<file path="src/rtl/sefr_pkg.sv">
// Types, codes and constants shared by the STX/ETX frame receiver.
package sefr_pkg;

  localparam logic [7:0] BYTE_STX = 8'h02;
  localparam logic [7:0] BYTE_ETX = 8'h03;

  localparam logic [31:0] CMD_WORD_PING = 32'h474e_4950;
  localparam logic [31:0] CMD_WORD_CSET = 32'h5445_5343;
  localparam logic [31:0] CMD_WORD_CGET = 32'h5445_4743;
  localparam logic [31:0] CMD_WORD_HGET = 32'h5445_4748;
  localparam logic [31:0] CMD_WORD_LIVE = 32'h4556_494c;

  // result kinds
  localparam logic [1:0] KIND_ECHO     = 2'd0;
  localparam logic [1:0] KIND_PAYLOAD  = 2'd1;
  localparam logic [1:0] KIND_COMPLETE = 2'd2;
  localparam logic [1:0] KIND_DROP     = 2'd3;

  // decoded commands
  localparam logic [2:0] CMD_PING    = 3'd0;
  localparam logic [2:0] CMD_CSET    = 3'd1;
  localparam logic [2:0] CMD_CGET    = 3'd2;
  localparam logic [2:0] CMD_HGET    = 3'd3;
  localparam logic [2:0] CMD_LIVE    = 3'd4;
  localparam logic [2:0] CMD_UNKNOWN = 3'd5;

  // receiver phases
  localparam logic [2:0] PH_HUNT = 3'd0;
  localparam logic [2:0] PH_CMD  = 3'd1;
  localparam logic [2:0] PH_LEN  = 3'd2;
  localparam logic [2:0] PH_DATA = 3'd3;
  localparam logic [2:0] PH_SUM  = 3'd4;
  localparam logic [2:0] PH_ETX  = 3'd5;

  typedef struct packed {
    logic [2:0]  phase;
    logic [1:0]  header_count;
    logic [31:0] command_bytes;
    logic [7:0]  announced_length;
    logic [7:0]  payload_position;
    logic [6:0]  running_sum;
    logic [7:0]  received_checksum;
  } sefr_state_t;

  localparam sefr_state_t STATE_RESET = '{
    phase:             PH_HUNT,
    header_count:      2'd0,
    command_bytes:     32'd0,
    announced_length:  8'd0,
    payload_position:  8'd0,
    running_sum:       7'd0,
    received_checksum: 8'd0
  };

  typedef struct packed {
    logic [1:0]  kind;
    logic [7:0]  byte_value;
    logic [7:0]  payload_index;
    logic [2:0]  command_code;
    logic [31:0] command_raw;
    logic [7:0]  frame_length;
    logic        checksum_ok;
  } sefr_result_t;

  function automatic logic [2:0] decode_command(input logic [31:0] raw);
    logic [2:0] code;
    case (raw)
      CMD_WORD_PING: code = CMD_PING;
      CMD_WORD_CSET: code = CMD_CSET;
      CMD_WORD_CGET: code = CMD_CGET;
      CMD_WORD_HGET: code = CMD_HGET;
      CMD_WORD_LIVE: code = CMD_LIVE;
      default:       code = CMD_UNKNOWN;
    endcase
    return code;
  endfunction

endpackage

</file>
<file path="src/rtl/sefr_in_if.sv">
// Received-byte channel: valid/ready handshake with one byte of payload.
interface sefr_in_if;
  logic       valid;
  logic       ready;
  logic [7:0] rx_byte;

  modport source (output valid, output rx_byte, input ready);
  modport sink   (input valid, input rx_byte, output ready);
endinterface

</file>
<file path="src/rtl/sefr_out_if.sv">
// Result channel: valid/ready handshake with the decoded frame fields.
interface sefr_out_if;
  logic        valid;
  logic        ready;
  logic [1:0]  kind;
  logic [7:0]  byte_value;
  logic [7:0]  payload_index;
  logic [2:0]  command_code;
  logic [31:0] command_raw;
  logic [7:0]  frame_length;
  logic        checksum_ok;

  modport source (output valid, output kind, output byte_value, output payload_index,
                  output command_code, output command_raw, output frame_length,
                  output checksum_ok, input ready);
  modport sink   (input valid, input kind, input byte_value, input payload_index,
                  input command_code, input command_raw, input frame_length,
                  input checksum_ok, output ready);
endinterface

</file>
<file path="src/rtl/sefr_parser.sv">
// Next-state and result logic of the frame receiver for one received byte.
module sefr_parser (
  input  sefr_pkg::sefr_state_t  cur,
  input  logic [7:0]             rx_byte,
  output sefr_pkg::sefr_state_t  nxt,
  output logic                   res_valid,
  output sefr_pkg::sefr_result_t res
);
  import sefr_pkg::*;

  logic [7:0] pos_inc;

  assign pos_inc = cur.payload_position + 8'd1;

  always_comb begin
    nxt       = cur;
    res_valid = 1'b0;
    res       = '0;
    case (cur.phase)
      PH_CMD: begin
        case (cur.header_count)
          2'd0:    nxt.command_bytes[7:0]   = cur.command_bytes[7:0]   | rx_byte;
          2'd1:    nxt.command_bytes[15:8]  = cur.command_bytes[15:8]  | rx_byte;
          2'd2:    nxt.command_bytes[23:16] = cur.command_bytes[23:16] | rx_byte;
          default: nxt.command_bytes[31:24] = cur.command_bytes[31:24] | rx_byte;
        endcase
        nxt.running_sum = cur.running_sum ^ rx_byte[6:0];
        if (cur.header_count == 2'd3) begin
          nxt.header_count = 2'd0;
          nxt.phase        = PH_LEN;
        end else begin
          nxt.header_count = cur.header_count + 2'd1;
        end
      end
      PH_LEN: begin
        nxt.announced_length = rx_byte;
        nxt.payload_position = 8'd0;
        nxt.phase            = (rx_byte == 8'd0) ? PH_SUM : PH_DATA;
      end
      PH_DATA: begin
        nxt.running_sum      = cur.running_sum + rx_byte[6:0];
        nxt.payload_position = pos_inc;
        if (pos_inc >= cur.announced_length) begin
          nxt.phase = PH_SUM;
        end
        res_valid         = 1'b1;
        res.kind          = KIND_PAYLOAD;
        res.byte_value    = rx_byte;
        res.payload_index = cur.payload_position;
      end
      PH_SUM: begin
        nxt.received_checksum = rx_byte;
        nxt.phase             = PH_ETX;
      end
      PH_ETX: begin
        nxt.phase = PH_HUNT;
        res_valid = 1'b1;
        if (rx_byte != BYTE_ETX) begin
          res.kind = KIND_DROP;
        end else begin
          res.kind         = KIND_COMPLETE;
          res.command_code = decode_command(cur.command_bytes);
          res.command_raw  = cur.command_bytes;
          res.frame_length = cur.announced_length;
          // 7-bit sum never matches a checksum byte with bit 7 set
          res.checksum_ok  = !cur.received_checksum[7] &&
                             (cur.received_checksum[6:0] == cur.running_sum);
        end
      end
      default: begin
        nxt.phase = PH_HUNT;
        if (rx_byte == BYTE_STX) begin
          nxt       = STATE_RESET;
          nxt.phase = PH_CMD;
        end else begin
          res_valid      = 1'b1;
          res.kind       = KIND_ECHO;
          res.byte_value = rx_byte;
        end
      end
    endcase
  end

endmodule

</file>
<file path="src/rtl/stx_etx_frame_receiver_unit.sv">
// STX/ETX frame receiver: echo outside frames, payload pass-through, frame report.
//
//   channel   dir  payload                                    transfer when
//   in_ch     in   rx_byte                                    valid && ready
//   out_ch    out  kind, byte_value, payload_index,           valid && ready
//                  command_code, command_raw, frame_length,
//                  checksum_ok
//
// One byte per cycle while in_ch.ready is high; a result is registered at the
// input transfer of its byte. Receiver state updates at the input transfer.
// in_ch.ready drops only while a held result is not taken (output register).
// Synchronous reset returns the receiver to hunting for STX.
module stx_etx_frame_receiver_unit (
  input logic       clk,
  input logic       rst_n,
  sefr_in_if.sink   in_ch,
  sefr_out_if.source out_ch
);
  import sefr_pkg::*;

  sefr_state_t  state_r;
  sefr_state_t  state_nxt;
  logic         res_valid;
  sefr_result_t res;
  logic         out_valid_r;
  sefr_result_t out_r;
  logic         in_xfer;

  sefr_parser u_parser (
    .cur       (state_r),
    .rx_byte   (in_ch.rx_byte),
    .nxt       (state_nxt),
    .res_valid (res_valid),
    .res       (res)
  );

  assign in_ch.ready = !out_valid_r || out_ch.ready;
  assign in_xfer     = in_ch.valid && in_ch.ready;

  always_ff @(posedge clk) begin
    if (!rst_n) begin
      state_r     <= STATE_RESET;
      out_valid_r <= 1'b0;
    end else begin
      if (in_xfer) begin
        state_r     <= state_nxt;
        out_valid_r <= res_valid;
      end else if (out_ch.ready) begin
        out_valid_r <= 1'b0;
      end
    end
  end

  always_ff @(posedge clk) begin
    if (in_xfer && res_valid) begin
      out_r <= res;
    end
  end

  assign out_ch.valid         = out_valid_r;
  assign out_ch.kind          = out_r.kind;
  assign out_ch.byte_value    = out_r.byte_value;
  assign out_ch.payload_index = out_r.payload_index;
  assign out_ch.command_code  = out_r.command_code;
  assign out_ch.command_raw   = out_r.command_raw;
  assign out_ch.frame_length  = out_r.frame_length;
  assign out_ch.checksum_ok   = out_r.checksum_ok;

endmodule

</file>
<file path="src/flat_wrapper.sv">
// flat-port wrapper written by rule: the top's interface ports become plain ports
module stx_etx_frame_receiver_unit_flat import sefr_pkg::*;
  (clk, rst_n, in_ch_valid, in_ch_rx_byte, in_ch_ready, out_ch_valid, out_ch_kind, out_ch_byte_value, out_ch_payload_index, out_ch_command_code, out_ch_command_raw, out_ch_frame_length, out_ch_checksum_ok, out_ch_ready);
  sefr_in_if in_ch_i ();
  sefr_out_if out_ch_i ();
  input logic clk;
  input logic rst_n;
  input wire logic [$bits(in_ch_i.valid)-1:0] in_ch_valid;
  input wire logic [$bits(in_ch_i.rx_byte)-1:0] in_ch_rx_byte;
  output wire logic [$bits(in_ch_i.ready)-1:0] in_ch_ready;
  output wire logic [$bits(out_ch_i.valid)-1:0] out_ch_valid;
  output wire logic [$bits(out_ch_i.kind)-1:0] out_ch_kind;
  output wire logic [$bits(out_ch_i.byte_value)-1:0] out_ch_byte_value;
  output wire logic [$bits(out_ch_i.payload_index)-1:0] out_ch_payload_index;
  output wire logic [$bits(out_ch_i.command_code)-1:0] out_ch_command_code;
  output wire logic [$bits(out_ch_i.command_raw)-1:0] out_ch_command_raw;
  output wire logic [$bits(out_ch_i.frame_length)-1:0] out_ch_frame_length;
  output wire logic [$bits(out_ch_i.checksum_ok)-1:0] out_ch_checksum_ok;
  input wire logic [$bits(out_ch_i.ready)-1:0] out_ch_ready;
  assign in_ch_i.valid = in_ch_valid;
  assign in_ch_i.rx_byte = in_ch_rx_byte;
  assign in_ch_ready = in_ch_i.ready;
  assign out_ch_valid = out_ch_i.valid;
  assign out_ch_kind = out_ch_i.kind;
  assign out_ch_byte_value = out_ch_i.byte_value;
  assign out_ch_payload_index = out_ch_i.payload_index;
  assign out_ch_command_code = out_ch_i.command_code;
  assign out_ch_command_raw = out_ch_i.command_raw;
  assign out_ch_frame_length = out_ch_i.frame_length;
  assign out_ch_checksum_ok = out_ch_i.checksum_ok;
  assign out_ch_i.ready = out_ch_ready;
  stx_etx_frame_receiver_unit u_core (.clk(clk), .rst_n(rst_n), .in_ch(in_ch_i), .out_ch(out_ch_i));
endmodule
</file>
<file path="config.mk">
export PLATFORM = sky130hd
export DESIGN_NAME = stx_etx_frame_receiver_unit_flat
export DESIGN_NICKNAME = d
export VERILOG_FILES = /design/src/rtl/sefr_pkg.sv /design/src/rtl/sefr_in_if.sv /design/src/rtl/sefr_out_if.sv /design/src/rtl/sefr_parser.sv /design/src/rtl/stx_etx_frame_receiver_unit.sv /design/src/flat_wrapper.sv
export SDC_FILE = /design/constraint.sdc
export NUM_CORES = 1
export LEC_CHECK = 0
export BUFFER_PORTS_ARGS = -buffer_cell sky130_fd_sc_hd__clkbuf_2
export CAP_MARGIN = 30
export CORE_MARGIN = 2
export CORE_UTILIZATION = 58
export DETAILED_ROUTE_END_ITERATION = 10
export PLACE_DENSITY = 0.79
export RECOVER_POWER = 50
export SLEW_MARGIN = 10
export SYNTH_ARGS = -nofsm -noshare
export SYNTH_HDL_FRONTEND = slang
export SYNTH_HIERARCHICAL = 1
export SYNTH_SLANG_ARGS = --single-unit
export TNS_END_PERCENT = 30
</file>
<file path="constraint.sdc">
create_clock -name clk -period 5.1 [get_ports clk]
set_input_delay 0.255 -clock clk [delete_from_list [all_inputs] [get_ports clk]]
set_output_delay 0.255 -clock clk [all_outputs]
set_load 0.02 [all_outputs]
</file>
==> metrics.txt <==
hold slack approximately 0.17 ns; syn_area_per_cell 9.817 µm²; failing checks max-capacitance violations, max-slew violations; die height about 110 µm; Post-Syn Instances a little over 700; RSZ-0062 raised after global routing false; synthesized area approximately 7000 µm²; data arrival time of the worst path 3.50 ns; Seq pwr share 0.449; Cell Pwr Density between 300 and 400 nW/µm²; CTS Root Cell clkbuf_16; Gate power share 0.059; Core Rows 40; Gates resized, CTS repair 0; TritonCTS buffer count 17; hold_buf cts 0; cell taking the most area after synthesis edfxtp_1; nets 806; Startpoint Class flop; post-synthesis sequential area ratio 0.4551; CP max FO 48; vias in the first global route slightly above 5,000; GPL Wtd Cong just under 0.9; Synth Flop Type dfxtp_1; Final min period 3.163 ns; DRT iter0 DRCs between 400 and 500; max-cap violations 1; IO Count 76; CTS max path bufs 2; Die Wd between 100 and 150 µm; post-CTS setup repair buffer count 0; CP max stage delay about 1.5 ns; Cell variety after synth 67; WL/cell 17.71 µm; Clock Skew between 0.006 and 0.007 ns; net count after synthesis 760; Sw Share 0.2177; post-synthesis async set-or-reset flop share 0; antenna cells 0; Peak VDD IR about 0.00015 V; YS warnings 6; Yosys reg bits 131; Num Clock Sinks roughly 130; slowest stage cell, crit path and2_0; Post-DP HPWL 10,910 µm; area share of the largest cell type after synthesis 0.2612; Worst Path Buf+Inv 1; aggregate global-route resource usage 0.2563; share of cells above drive strength 1 0.07516; fmax approximately 320 MHz; starting density of the core 0.5933; clock slew at reported path FFs 0.05 ns; cell-internal power roughly 2 mW; first-pass GRT wire length 26,050 µm; die area approximately 13,000 µm²; Residual DRC 0; DR vias/cell about 6; hold crit path type in2reg; Core Region ~12,000 µm²; Final Hold Vio Count 0; worst slew pin tran approximately 1.9 ns; largest net degree at the start of global routing 71; DR pass1 iterations 5; Pleak 2.982 nW; Fillers 960; NetSw approximately 0.55 mW; H-tree levels 4; clk_lat worst skew ~0.42 ns; number of port buffers 75; worst setup path class reg2reg; setup TNS 0 ns; CP required 5.44 ns; Worst Setup End Kind flop; Final setup viols 0; status complete, but fails checks; most common cell in the netlist nand2_1; DRT Wirelength around 17,000 µm; largest cells by area after synthesis edfxtp_1 (26%), dfxtp_1 (19%), mux2i_1 (10%); Rel. slew slack -0.2959; fin crit share 0.6202; number of synthesized flops with an enable pin 62; Area Growth Syn to Fin 11.41%; total design power 2.522 mW; initial antenna violation count 0; CP top delay family simple AND/OR/NAND/NOR gates; via count between 5,000 and 6,000; most frequent cells after synthesis nand2_1 (154), mux2i_1 (71), dfxtp_1 (69), edfxtp_1 (62), a22o_1 (48); ANT nets after route 0; total global routing overflow 0; CTS tree done; CP Cell Sequence nand2b_2 -> and2_0 -> buf_4 -> mux2i_1; power share of the clock group 0.492; Slew Viols, Final 22
==> registers in the layout, indices dropped and copies added (netlist names) <==
name                         count
u_core/out_ch.byte_value         8
u_core/out_ch.checksum_ok        1
u_core/out_ch.command_code       3
u_core/out_ch.command_raw       32
u_core/out_ch.frame_length       8
u_core/out_ch.kind               2
u_core/out_ch.payload_index      8
u_core/out_ch.valid              1
u_core/state_r                  68
==> path summary, 6_finish.rpt <==
kind / start / endpoint / slack, ns / depth (start not counted)
worst max register to register: u_core/out_ch.valid / u_core/state_r[7] / 1.94 / 4
worst min-delay path: out_ch_ready / u_core/out_ch.valid / 0.17 / 3
worst max-delay path: u_core/out_ch.valid / u_core/state_r[7] / 1.94 / 4
worst min register to register: u_core/state_r[29] / u_core/state_r[29] / 0.48 / 2
==> per-stage QoR <==
step	utilization	instance area, µm²	setup slack [ns]	std cells
finish	0.6610	7940	1.937	932
global route	0.6610	7940	1.730	932
CTS	0.6686	8031	2.332	932
detailed placement	0.6189	7433	2.192	900
global placement	0.6189	7433	2.332	900
floorplan	-	7127	0.6448	726
==> worst min-delay path, cell delays in order <==
cell,delay [ns]
clkbuf_2,0.07
nand2b_2,0.13
a21boi_0,0.08
==> power by group through the flow <==
stage	clock [mW]	combinational, mW	sequential [mW]
2_1_floorplan	0	0.0798	1.19
3_3_place_gp	0	0.152	1.15
3_5_place_dp	0	0.155	1.16
4_1_cts	1.26	0.155	1.13
5_1_grt	1.30	0.158	1.14
6_report	1.24	0.149	1.13
==> cell families (layout without fill, tap and decap cells) <==
logic type      Yosys count  count (layout)  synth area share
compound gates          121             121            0.1282
xor+xnor                 16              16           0.01966
fa+ha+maj                22              22           0.03968
buf+inv                  68             127           0.05144
flops                   131             131            0.4551
mux                      71              71           0.09972
simple gates            297             297            0.2063
==> final cells by class <==
class | instances | area [µm²] | area share
Clock buffer | 20 | 436.7 | 0.05500
Timing Repair Buffer | 81 | 339.1 | 0.04270
Inverter | 14 | 52.55 | 0.006618
Multi-Input combinational cell | 527 | 3523 | 0.4437
Clock inverter | 12 | 161.4 | 0.02033
Tap cell | 147 | 183.9 | 0.02316
Sequential cell | 131 | 3243 | 0.4084
==> layer usage <==
metal / global-route usage / share of wire
met3: 0.05377 / 0.066
met4: 0.09960 / 0.020
met5: 0 / 0
met2: 0.4141 / 0.48
met1: 0.3394 / 0.44
==> layout by cell type, fill, tap and decap left out, types with 3 or more instances in the layout <==
master,synthesis,final
nand3_1,8,8
and2_2,4,4
nor2b_1,4,3
nand2_1,154,154
o21a_1,3,3
mux2i_1,71,71
and2_0,0,12
nor2_1,28,28
ha_1,21,21
a22o_1,48,48
nand2b_1,5,5
inv_1,13,13
edfxtp_1,62,62
nor3_1,8,8
a21o_1,6,6
o211ai_1,3,3
nor4_1,4,4
o21ai_0,21,21
and2_1,39,28
dfxtp_1,69,69
a32o_1,3,3
nand4b_1,4,4
buf_4,2,6
xnor2_1,8,8
clkinv_1,0,4
nand4_1,7,7
clkbuf_16,0,17
and3_1,12,12
a21oi_1,13,13
clkbuf_2,6,10
or3_1,4,4
a22o_2,4,4
xor2_1,8,8
bufinv_16,0,4
clkbuf_1,25,68
Note: power is estimated with default switching activity, not from simulation.
